File: config.mk
export PLATFORM = sky130hd
export DESIGN_NAME = tns_mul
export DESIGN_NICKNAME = d
export VERILOG_FILES = /design/src/hdl/tns_mul.sv
export SDC_FILE = /design/constraint.sdc
export NUM_CORES = 1
export LEC_CHECK = 0
export BUFFER_PORTS_ARGS = -buffer_cell sky130_fd_sc_hd__buf_2
export CAP_MARGIN = 20
export CORE_ASPECT_RATIO = 0.5
export CORE_MARGIN = 2
export CORE_UTILIZATION = 33
export CTS_CLUSTER_DIAMETER = 120
export DETAILED_ROUTE_END_ITERATION = 6
export SLEW_MARGIN = 10
export SYNTH_ARGS = -nofsm -noshare
export SYNTH_HDL_FRONTEND = slang
export SYNTH_SLANG_ARGS = --single-unit
File: constraint.sdc
create_clock -name clk_i -period 10.2 [get_ports clk_i]
set_input_delay 0 -clock clk_i [delete_from_list [all_inputs] [get_ports clk_i]]
set_output_delay 0 -clock clk_i [all_outputs]
set_load 0.03 [all_outputs]
File: src/hdl/tns_mul.sv
// Shared signed multiplier with a registered product, reused for the slide and the envelope.
module tns_mul (
  input  logic               clk_i,
  input  logic signed [17:0] a_i,
  input  logic signed [17:0] b_i,
  output logic signed [35:0] p_o
);

  logic signed [35:0] p_q;

  always_ff @(posedge clk_i) begin
    p_q <= a_i * b_i;
  end

  assign p_o = p_q;

endmodule

==> flow_metrics.tcl <==
set metrics [dict create \
    status "finished, final reports clean" \
    hold_buffers 0 \
    regArea_um2 721 \
    yosysWarnings 0 \
    worst_setup_path_start_kind "input pin" \
    rows 51 \
    htree_num_levels 2 \
    synth.avg_cell_area_um2 9.37 \
    largest_reg_flops 36 \
    synth_simple_gate_area_frac 0.154 \
    synth.distinct_cells 48 \
    hp-class "in2reg" \
    diodes 0 \
    drt_iter0_drc 363 \
    synth_seq_cells 36 \
    endpoint_kind "flip-flop" \
    synth_xor_area_frac 0.0231 \
    synthFlopType "dfxtp_1" \
    hold_depth 2 \
    clock-sinks 36 \
    core_area_um2 38700 \
    whs_endpoint "p_o[0]" \
    tightest_slew_ns 0.853 \
    finalCritPeriodShare 0.642 \
    grt_start_max_net_pins 20 \
    drt-pass1-iter-count 5 \
    async_flop_share 0 \
    required_ns 10.43 \
    ant_nets 0 \
    die_w_um 284 \
    grt_pass1_vias 9396 \
    fin_nets 1873 \
    vias 8855 \
    clk_pin_slew_worst_paths_ns 0.06 \
    netlist_area_um2 12900 \
    crit_arrival_ns 6.77 \
    antenna_found_initial 0 \
    cts-root-buf "clkbuf_16" \
    netlist_instances 1378 \
    synth_top_family_by_area "adder cells" \
    synth_area_leaders "fa_1 (51%), inv_1 (11%), ha_1 (9.0%)" \
    synth_edf_count 0 \
    critPathKind "in2reg" \
    io_buffers 72 \
    grt_first_pass_wirelength_um 49700 \
    ios 73 \
    fin_crit_ns 6.54 \
    yosysTopAreaCellShare 0.510 \
    fill_cells 3946 \
    finalHoldViolations 0 \
    timing.fmax_mhz 153 \
    layout-drive-gt1-share 0.0657 \
    dieArea_um2 40800 \
    finalMaxSlewViolations 0 \
    grtUsageTotal 0.156 \
    fin_util 0.360 \
    wl_per_cell_um 15.6 \
    die_h_um 144 \
    synth-adder-area-share 0.600 \
    finalSetupViolations 0 \
    setup_tns_ns 0 \
    cts_made_buffers 5 \
    cts_tree "built" \
    yosysSeqAreaShare 0.0558 \
    ctsLongestPathBuffers 2 \
    synth_mux_area_frac 0.00165 \
    whs_ns 0.194 \
    dp_hpwl_um 25400 \
    maxCapViolations 0 \
    place_congestion 0.832 \
    routed_via_density 4.55 \
    layout_commonest_cell "inv_1" \
    initial_utilization 0.333 \
    cts_setup_buffers 0 \
    multi_input_area_um2 10600 \
    route.detailed.drc 0 \
    maxSlewHeadroom 0.424 \
    hold_start "a_i[0]" \
    rsz0062_at_grt "false" \
    crit_path_max_fanout 18 \
    synth-compound-area-share 0.0448 \
    final_cell_mix "inv_1 (371), fa_1 (329), and2_1 (163), nand2_1 (157), ha_1 (93)" \
    area_growth_pct 7.85 \
    cts_resized 0 \
    grt_overflow 0 \
    yosysTopAreaCell "fa_1" \
    routed_wl_um 30300 \
    synth.net_count 1837 \
]
[per-layer routing]
| layer | share of wire | global-route usage | up-vias |
|---|---|---|---|
| met1 | 0.41 | 0.202 | 4636 |
| met4 | 0.018 | 0.0345 | 0 |
| li1 | - | - | 4048 |
| met5 | 0 | 0 | - |
| met2 | 0.54 | 0.285 | 140 |
| met3 | 0.031 | 0.0167 | 31 |
[cell type report]
| cell class | count | share of cell area |
|---|---|---|
| multi-input combinational | 927 | 0.764 |
| tap | 530 | 0.0476 |
| timing repair buffer | 73 | 0.0264 |
| sequential | 36 | 0.0517 |
| clock inverter | 3 | 0.00153 |
| inverter | 371 | 0.100 |
| clock buffer | 5 | 0.00898 |
[synth_stat cells (all sizes together), types with 2 or more instances]
library cell    n
ha             93
o21bai          5
a21o            8
nand4           2
a31oi           5
xnor2          32
nand3           6
nor2b          17
nor2           18
nor3            5
nand2         157
a21boi          3
xor2            2
o211ai          5
fa            329
o2111ai         2
a2111oi         3
or2             2
a221oi          2
clkbuf         44
inv           371
o21ai          16
dfxtp          36
a211oi          2
and4            2
nand2b          9
a211o           3
and2          163
a21oi          22
[stage by stage]
stage          area [um2]  cells  setup WS, ns
2_1_floorplan       12900   1378          4.17
3_3_place_gp        13800   1937          3.26
3_5_place_dp        13800   1937          3.24
4_1_cts             13900   1945          3.53
5_1_grt             13900   1945          3.15
6_report            13900   1945          3.66
[worst max path at each step]
stage                       start      end  slack [ns]  cells after the start
after floorplan           a_i[17]  p_o[35]        4.17                     25
after global placement     b_i[0]  p_o[35]        3.26                     24
after detailed placement   b_i[0]  p_o[35]        3.24                     24
after CTS                 a_i[17]  p_o[35]        3.53                     24
after global routing       b_i[0]  p_o[35]        3.15                     24
final                      b_i[0]  p_o[35]        3.66                     24
[kinds of logic (layout without fill, tap and decap cells)]
group	Yosys count	after routing
buffers and inverters	415	452
flip-flops	36	36
AND/OR/NAND/NOR	387	387
multiplexers	2	2
XOR/XNOR	34	34
AO/OA/AOI/OAI	82	82
adder cells (fa/ha/maj)	422	422
[critical path: stages]
cell	delay, ns
buf_2	0.30
nand2_1	0.16
inv_1	0.15
fa_1	0.46
inv_1	0.20
fa_1	0.45
inv_1	0.12
ha_1	0.46
inv_1	0.29
fa_1	0.56
inv_1	0.05
fa_1	0.53
inv_1	0.05
fa_1	0.47
inv_1	0.04
ha_1	0.36
and3_1	0.28
and4_1	0.20
o211ai_1	0.10
o211ai_1	0.20
o41ai_1	0.74
o2111ai_1	0.23
a21oi_1	0.21
xnor2_1	0.13
Power is not shown: default switching activity piles up to over one toggle a cycle in this logic, so the estimate is an artifact.
