`config.mk`:
```
export PLATFORM = sky130hd
export DESIGN_NAME = tns_div
export DESIGN_NICKNAME = d
export VERILOG_FILES = /design/src/hdl/tns_pkg.sv /design/src/hdl/tns_div.sv
export SDC_FILE = /design/constraint.sdc
export NUM_CORES = 1
export LEC_CHECK = 0
export ABC_CLOCK_PERIOD_IN_PS = 6900
export BUFFER_PORTS_ARGS = -buffer_cell sky130_fd_sc_hd__buf_2
export CAP_MARGIN = 10
export CELL_PAD_IN_SITES_DETAIL_PLACEMENT = 1
export CELL_PAD_IN_SITES_GLOBAL_PLACEMENT = 1
export CORE_MARGIN = 2
export CORE_UTILIZATION = 45
export CTS_CLUSTER_DIAMETER = 100
export DETAILED_ROUTE_END_ITERATION = 7
export GPL_TIMING_DRIVEN = 0
export HOLD_SLACK_MARGIN = 0.03
export PLACE_DENSITY_LB_ADDON = 0.05
export SYNTH_ARGS = -nofsm -noshare
export SYNTH_HDL_FRONTEND = slang
export SYNTH_SLANG_ARGS = --single-unit
```
`constraint.sdc`:
```
create_clock -name clk_i -period 6.9 [get_ports clk_i]
set_clock_uncertainty 0.2 [all_clocks]
set_input_delay 0.345 -clock clk_i [delete_from_list [all_inputs] [get_ports clk_i]]
set_output_delay 0.345 -clock clk_i [all_outputs]
set_load 0.05 [all_outputs]
```
`src/hdl/tns_pkg.sv`:
```
// Shared types, constants and codes for the tone note sequencer.
package tns_pkg;

  localparam int MaxNotes   = 256;
  localparam int NoteAddrW  = $clog2(MaxNotes);
  localparam int CountW     = NoteAddrW + 1;
  localparam int TimeScale  = 18;
  localparam int ScaleW     = 8;
  localparam int DivSteps   = 16;
  localparam int DivCntW    = $clog2(DivSteps);

  localparam logic [1:0] FuncTick  = 2'd0;
  localparam logic [1:0] FuncWrite = 2'd1;
  localparam logic [1:0] FuncPlay  = 2'd2;
  localparam logic [1:0] FuncStop  = 2'd3;

  localparam logic CfgSongLength = 1'b0;
  localparam logic CfgLoopMode   = 1'b1;

  typedef struct packed {
    logic [1:0]  func;
    logic [31:0] tick_count;
    logic [7:0]  note_addr;
    logic [15:0] start_period;
    logic [15:0] end_period;
    logic [14:0] duration;
  } req_t;

  typedef struct packed {
    logic [15:0] tone_period;
    logic [14:0] tone_compare;
    logic        sound_on;
    logic        done_res;
  } res_t;

  typedef struct packed {
    logic [15:0] start_period;
    logic [15:0] end_period;
    logic [14:0] duration;
  } note_t;

endpackage

```
`src/hdl/tns_div.sv`:
```
// Restoring serial divider producing one quotient bit per cycle for the slide fraction.
module tns_div (
  input  logic        clk_i,
  input  logic        rst_ni,
  input  logic        start_i,
  input  logic [14:0] dividend_i,
  input  logic [14:0] divisor_i,
  output logic        done_o,
  output logic [15:0] quotient_o
);

  logic                        run_q;
  logic                        done_q;
  logic [tns_pkg::DivCntW-1:0] cnt_q;
  logic [14:0]                 rem_q;
  logic [14:0]                 div_q;
  logic [15:0]                 quot_q;
  logic [15:0]                 trial;
  logic                        fits;

  assign trial = {rem_q, 1'b0};
  assign fits  = trial >= {1'b0, div_q};

  always_ff @(posedge clk_i or negedge rst_ni) begin
    if (!rst_ni) begin
      run_q  <= 1'b0;
      done_q <= 1'b0;
      cnt_q  <= '0;
    end else begin
      done_q <= 1'b0;
      if (start_i) begin
        run_q <= 1'b1;
        cnt_q <= '0;
      end else if (run_q) begin
        cnt_q <= cnt_q + 1'b1;
        if (cnt_q == tns_pkg::DivCntW'(tns_pkg::DivSteps - 1)) begin
          run_q  <= 1'b0;
          done_q <= 1'b1;
        end
      end
    end
  end

  always_ff @(posedge clk_i) begin
    if (start_i) begin
      rem_q  <= dividend_i;
      div_q  <= divisor_i;
      quot_q <= '0;
    end else if (run_q) begin
      rem_q  <= fits ? 15'(trial - {1'b0, div_q}) : trial[14:0];
      quot_q <= {quot_q[14:0], fits};
    end
  end

  assign done_o     = done_q;
  assign quotient_o = quot_q;

endmodule

```
==> results.ini, run 1 <==
[run_status]
status = completed

[placement]
hpwl_microns = 4993
port_buffers = 49
gp_congestion = 0.7882

[job]
cap_violations = 0

[critical_path]
crit_chain = fa_1 > a21o_1 > a21oi_1 > o21ai_0 > a31oi_1 > xnor2_1 > a221o_1
critPathTopFamily = compound AO/OA/AOI/OAI gates
critPathMaxFanout = 5
worst_path_max_delay_cell = fa_1
crit_type = flop to flop
cpPeakStageDelay_ns = 0.51
endpoint_kind = flop
cp.arrival_ns = 2.88
crit_path_start_kind = flop
cp.required_ns = 6.77
cp.buffers_inverters = 0

[global_route]
grt_max_degree = 19
grt_use_met2_pct = 37.96
grt_busiest_layer = met2
grt_overflow_total = 0
met3_usage_pct = 3.363
grt_usage_pct = 21.10
met1_usage_pct = 25.96
antenna_found_initial = 0
grt_pass1_wl_microns = 11950
grt_pass1_vias = 2464

[cts]
cts_buffers = 5
cts_tree = done
postCtsSetupBuffers = 0
clock_path_buffers = 2
cts-htree-levels = 2
root_buffer = clkbuf_8
cts_sinks = 52
clock_latency_ns = 0.31
clkSlewWorstSetupHoldPaths_ns = 0.10

[sta]
hold_viol = 0
final-setup-viol-count = 0
slew_headroom_pct = 52.44
fin_setup_tns_ns = 0
maxSlewViolCount = 0
max_freq_ghz = 0.3326
period_share_pct = 43.57
tightest_slew_ns = 0.7134
layout_min_cycle_time_ns = 3.006
rsz0062_at_grt = false

[min_path]
hp-class = primary input to flop

[die]
die_area_sq_um = 7039
rows = 29
initial_core_util_pct = 45.76
dieWidth_microns = 83.90
die_h_microns = 83.90
core_sq_um = 6277
ios = 50

[drt]
drcViolationCount = 0
via_count = 2279
routed_wl_microns = 6990
final_antenna_net_count = 0
drt_iter0_markers = 81
wire_per_inst_microns = 16.64
drtPass1Iterations = 4
vias_per_cell = 5.426

[power_and_ir_drop]
fin_total_pwr_mw = 1.246
p_leak_nw = 1.641
power_frac_seq_pct = 34.8
power.internal_uw = 773.6
powerDensity_nw_per_um2 = 357.0
p_switching_uw = 472.6
ir_drop_uv = 185.1
combinationalPowerShare_pct = 48.3
switching_share_pct = 37.92
clkPwrFrac_pct = 16.9

[logic_synthesis]
synth_edf_count = 30
ys_seq_area_share_pct = 47.74
ys_types = 54
ys_warn_count = 0
synth_top_area_share_pct = 31.36
synth_cells = 270
avgSynthCellArea_sq_um = 10.64
synthTopCellsByArea = edfxtp_1 31%, dfxtp_1 11%, ha_1 7.0%
synthesis.area_sq_um = 2873
synthArstFlopShare_pct = 11.54
ys_ff_latch = 52
synthFlopType = edfxtp_1
syn_nets = 320
synth.largest_area_cell = edfxtp_1

[finish]
antenna_cells = 0
drive_gt1_share_pct = 20.99
final_common_cell = buf_2
final_nets = 392
layout_common_cells = 51 x buf_2, 30 x edfxtp_1, 27 x nor2_1
syn_to_final_growth_pct = 21.52

worst reg2reg max path: cells and delay by family, from the launching register on:
family	cells	cell delay (ns)
DFF	1	0.46
adders and majority gates	1	0.51
xor gates and xnor gates	1	0.10
AOI/OAI and AO/OA	5	1.50
repair_timing:
| item | CTS | global route |
|---|---|---|
| resized for setup | 0 | 0 |
| hold endpoints to repair | 21 | 0 |
| hold buffers | 16 | 0 |
logic make-up after synthesis:
family                     synth area share [%]
AOI/OAI and AO/OA                         14.98
xor gates and xnor gates                  3.354
adders and majority gates                 7.665
buffers and inverters                     5.749
DFF                                       47.74
muxes                                     7.404
and+or+nand+nor                           13.11
cell type report:
type | count | area (sq um)
Clock inverter | 1 | 8.758
Multi-Input combinational cell | 182 | 1336
Tap cell | 77 | 96.34
Inverter | 20 | 75.07
Fill cell | 737 | 2786
Sequential cell | 52 | 1371
Clock buffer | 7 | 107.6
Timing Repair Buffer | 65 | 405.4
Buffer | 16 | 90.09
synthesized netlist by cell type, types with 2 or more instances:
| library cell | instances |
|---|---|
| a211oi_1 | 3 |
| nor2b_1 | 2 |
| clkbuf_1 | 8 |
| inv_1 | 20 |
| ha_1 | 16 |
| o221ai_1 | 2 |
| nor2_1 | 27 |
| or2_2 | 3 |
| o21bai_1 | 2 |
| xor2_1 | 3 |
| o21a_1 | 2 |
| a21o_1 | 5 |
| mux2i_1 | 19 |
| dfrtp_1 | 6 |
| xnor2_1 | 8 |
| edfxtp_1 | 30 |
| mux2_2 | 2 |
| a211o_1 | 2 |
| o311ai_0 | 2 |
| nor3b_1 | 8 |
| nand2_1 | 16 |
| nand2b_1 | 2 |
| nand3_1 | 5 |
| a21oi_1 | 11 |
| a221o_1 | 6 |
| buf_2 | 2 |
| a31oi_1 | 3 |
| nand4_1 | 4 |
| dfxtp_1 | 16 |
| o21ai_0 | 9 |
| buf_1 | 3 |
sequential cells by signal (all words and copies together) (netlist names):
signal / flops
quotient_o: 16
div_q: 15
rem_q: 15
cnt_q: 4
done_o: 1
run_q: 1
power groups by stage:
stage | combinational (mW) | clock, mW | sequential [mW]
final | 0.602 | 0.211 | 0.434
after global routing | 0.668 | 0.227 | 0.441
after global placement | 0.571 | 0 | 0.437
after CTS | 0.603 | 0.218 | 0.434
after floorplan | 0.446 | 0 | 0.446
after detailed placement | 0.587 | 0 | 0.441
stage by stage:
stage          instances  utilization, %  setup slack, ns  hold slack, ns  area [sq um]
2_1_floorplan        270               -            4.292         -0.1506          2873
3_3_place_gp         396           51.21            3.989        -0.02557          3214
3_5_place_dp         396           51.21            3.940        -0.02194          3214
4_1_cts              420           55.61            3.891          0.1083          3491
5_1_grt              420           55.61            3.698          0.1192          3491
6_report             420           55.61            3.894          0.1118          3491
final timing paths:
check                           cells past startpoint      startpoint  slack [ns]              to
worst max-delay path                                7        rem_q[0]        3.89       rem_q[12]
worst min-delay path                                3  dividend_i[11]        0.11       rem_q[11]
worst max register to register                      7        rem_q[0]        3.89       rem_q[12]
worst min register to register                      2  quotient_o[15]        0.31  quotient_o[15]
max in group asynchronous                           2          rst_ni        6.17           run_q
min in group asynchronous                           2          rst_ni        0.19        cnt_q[0]
layer usage:
metal	share of wire [%]	vias to the layer above
met5	0	-
met1	44	1104
met2	51	40
met4	1.9	0
li1	-	1124
met3	3.3	11
(Power assumes the default switching activity.)
==> run 2: changes to the inputs <==
--- a/config.mk
+++ b/config.mk
@@ -5,13 +5,13 @@
 export SDC_FILE = /design/constraint.sdc
 export NUM_CORES = 1
 export LEC_CHECK = 0
-export ABC_CLOCK_PERIOD_IN_PS = 6900
+export ABC_CLOCK_PERIOD_IN_PS = 3100
 export BUFFER_PORTS_ARGS = -buffer_cell sky130_fd_sc_hd__buf_2
 export CAP_MARGIN = 10
 export CELL_PAD_IN_SITES_DETAIL_PLACEMENT = 1
 export CELL_PAD_IN_SITES_GLOBAL_PLACEMENT = 1
 export CORE_MARGIN = 2
-export CORE_UTILIZATION = 45
+export CORE_UTILIZATION = 44
 export CTS_CLUSTER_DIAMETER = 100
 export DETAILED_ROUTE_END_ITERATION = 7
 export GPL_TIMING_DRIVEN = 0
==> constraint.sdc (replaced) <==
create_clock -name clk_i -period 3.1 [get_ports clk_i]
set_clock_uncertainty 0.2 [all_clocks]
set_input_delay 0.155 -clock clk_i [delete_from_list [all_inputs] [get_ports clk_i]]
set_output_delay 0.155 -clock clk_i [all_outputs]
set_load 0.05 [all_outputs]
==> results.ini, run 2 (synthesis results as in run 1) <==
[sta]
maxSlewViolCount = 0  ; unchanged
period_share_pct = 92.65  ; +49 points
tightest_slew_ns = 0.7097  ; -0.003680 ns
hold_viol = 0  ; unchanged
final-setup-viol-count = 0  ; unchanged
fin_hold_ws_ns = 0.03133  ; -0.08042 ns
slew_headroom_pct = 52.40  ; about the same
layout_min_cycle_time_ns = 2.872  ; -0.1341 ns
fin_setup_tns_ns = 0  ; unchanged
rsz0062_at_grt = false
max_freq_ghz = 0.3482  ; +4.7%

[placement]
port_buffers = 49  ; unchanged
hpwl_microns = 4874  ; -2.4%
placed_area_sq_um = 3214  ; unchanged
gp_congestion = 0.7913  ; +0.39%

[global_route]
antenna_found_initial = 0  ; unchanged
grt_overflow_total = 0  ; unchanged
grt_usage_pct = 21.55  ; +0.45 points
grt_pass1_vias = 2528  ; +2.6%
grt_max_degree = 19  ; unchanged
grt_pass1_wl_microns = 12190  ; +2.0%

[power_and_ir_drop]
combinationalPowerShare_pct = 49.4  ; +1.1 points
fin_total_pwr_mw = 2.794  ; +120%
p_leak_nw = 1.710  ; +4.2%
ir_drop_uv = 408.5  ; +120%
switching_share_pct = 38.95  ; +1.0 points
clkPwrFrac_pct = 15.9  ; -1.0 points
p_switching_mw = 1.088  ; +130%
powerDensity_nw_per_um2 = 766.4  ; +110%
power_frac_seq_pct = 34.6  ; -0.2 points
power.internal_mw = 1.706  ; +120%

[drt]
drtPass1Iterations = 4  ; unchanged
final_antenna_net_count = 0  ; unchanged
wire_per_inst_microns = 16.86  ; +1.3%
drcViolationCount = 0  ; unchanged
drt_iter0_markers = 79  ; -2.5%
routed_wl_microns = 7336  ; +4.9%
vias_per_cell = 5.375  ; -0.95%
via_count = 2338  ; +2.6%

[critical_path]
crit_path_start_kind = flop
crit_type = flop to flop
endpoint_kind = flop
ff2ff_setup_slack_ns = 0.23  ; -3.67 ns
reg2reg_from = rem_q[0]
reg2reg_depth = 9  ; +2
critPathMaxFanout = 7  ; +2
cp.required_ns = 2.98  ; -3.79 ns
worstReg2RegEnd = rem_q[13]
cp.arrival_ns = 2.75  ; -0.13 ns

[finish]
final_common_cell = buf_2
largest_reg_flops = 16  ; unchanged
final_cell_area_sq_um = 3645  ; +4.4%
fill_cells = 716  ; -2.8%
final_nets = 407  ; +3.8%
syn_to_final_growth_pct = 26.87
drive_gt1_share_pct = 20.95  ; -0.042 points
layout_common_cells = 51 x buf_2, 31 x dlygate4sd3_1, 30 x edfxtp_1
antenna_cells = 0  ; unchanged

[die]
die_area_sq_um = 7191  ; +2.2%
rows = 29  ; unchanged
ios = 50  ; unchanged
initial_core_util_pct = 45.24  ; -0.52 points
dieWidth_microns = 84.80  ; +1.1%
die_h_microns = 84.80  ; +1.1%
core_sq_um = 6350  ; +1.2%

[cts]
clock_path_buffers = 2  ; unchanged
cts-htree-levels = 2  ; unchanged
cts_tree = done
root_buffer = clkbuf_8
clock_latency_ns = 0.32  ; about the same
cts_buffers = 5  ; unchanged
postCtsSetupBuffers = 0  ; unchanged
cts_sinks = 52  ; unchanged
clkSlewWorstSetupHoldPaths_ns = 0.11  ; about the same

[job]
cap_violations = 0  ; unchanged

[min_path]
worstHoldStart = dividend_i[5]
hp-class = primary input to flop
holdPathEnd = rem_q[5]
worst_hold_path.num_cells = 3  ; unchanged

[run_status]
status = completed

==> run 2: cell count changes in the layout (fill, tap and decap cells not counted), sizes merged <==
cell,previous run,this run
clkinv,1,0
dlygate4sd3,16,31
inv,20,22
clkbuf,15,14
==> run 2: power groups by stage <==
stage               clock (mW)  sequential (mW)  combinational [mW]
floorplan                    0            0.993               0.992
CTS                      0.450            0.966                1.35
global route             0.473            0.984                1.54
global placement             0            0.972                1.27
finish                   0.445            0.968                1.38
detailed placement           0            0.980                1.31
==> run 2: through the flow <==
step | worst slack (ns) | cells | utilization (%)
2_1_floorplan | 0.4916 | 270 | -
3_3_place_gp | 0.1919 | 396 | 50.62
3_5_place_dp | 0.1332 | 396 | 50.62
4_1_cts | 0.1154 | 435 | 57.08
5_1_grt | 0.001800 | 435 | 57.40
6_report | 0.2278 | 435 | 57.40
==> run 2: how the worst max path moves through the flow <==
stage / startpoint / to / slack (ns) / cells after the start
final: rem_q[0] / rem_q[13] / 0.23 / 9
after global routing: rem_q[0] / rem_q[8] / 0.002 / 9
after CTS: rem_q[0] / rem_q[2] / 0.12 / 10
after detailed placement: rem_q[5] / rem_q[2] / 0.13 / 10
after global placement: rem_q[0] / rem_q[12] / 0.19 / 7
after floorplan: rem_q[5] / rem_q[4] / 0.49 / 8
==> run 2: cell type report <==
class / instances / area [sq um] / share of cell area, %
Sequential cell: 52 / 1371 / 37.62
Buffer: 16 / 91.34 / 2.506
Tap cell: 77 / 96.34 / 2.643
Multi-Input combinational cell: 182 / 1355 / 37.18
Clock inverter: 2 / 17.52 / 0.4806
Timing Repair Buffer: 80 / 555.5 / 15.24
Inverter: 20 / 75.07 / 2.060
Clock buffer: 6 / 82.58 / 2.266
==> run 2: layer usage <==
metal  share of wire, %  global-route usage (%)  vias to the layer above
li1                   -                       -                     1157
met1                 44                   26.58                     1129
met2                 51                   38.51                       43
met3                2.9                   2.852                        9
met4                1.8                   7.648                        0
met5                  0                       0                        -
==> run 2: repair_timing <==
item	CTS	global route
gates resized for setup	0	4
hold buffers	31	0
endpoints found under the hold margin	35	0
endpoints found under the setup margin	0	5
==> run 2: critical path, cell delays in order (launching register included) <==
cell and delay (ns):
edfxtp_1 0.46, ha_1 0.34, ha_1 0.19, o21ai_0 0.25, a21oi_1 0.13, a21boi_1 0.27, o41ai_4 0.11, nor2b_1 0.15
buf_2 0.19, a221o_1 0.34
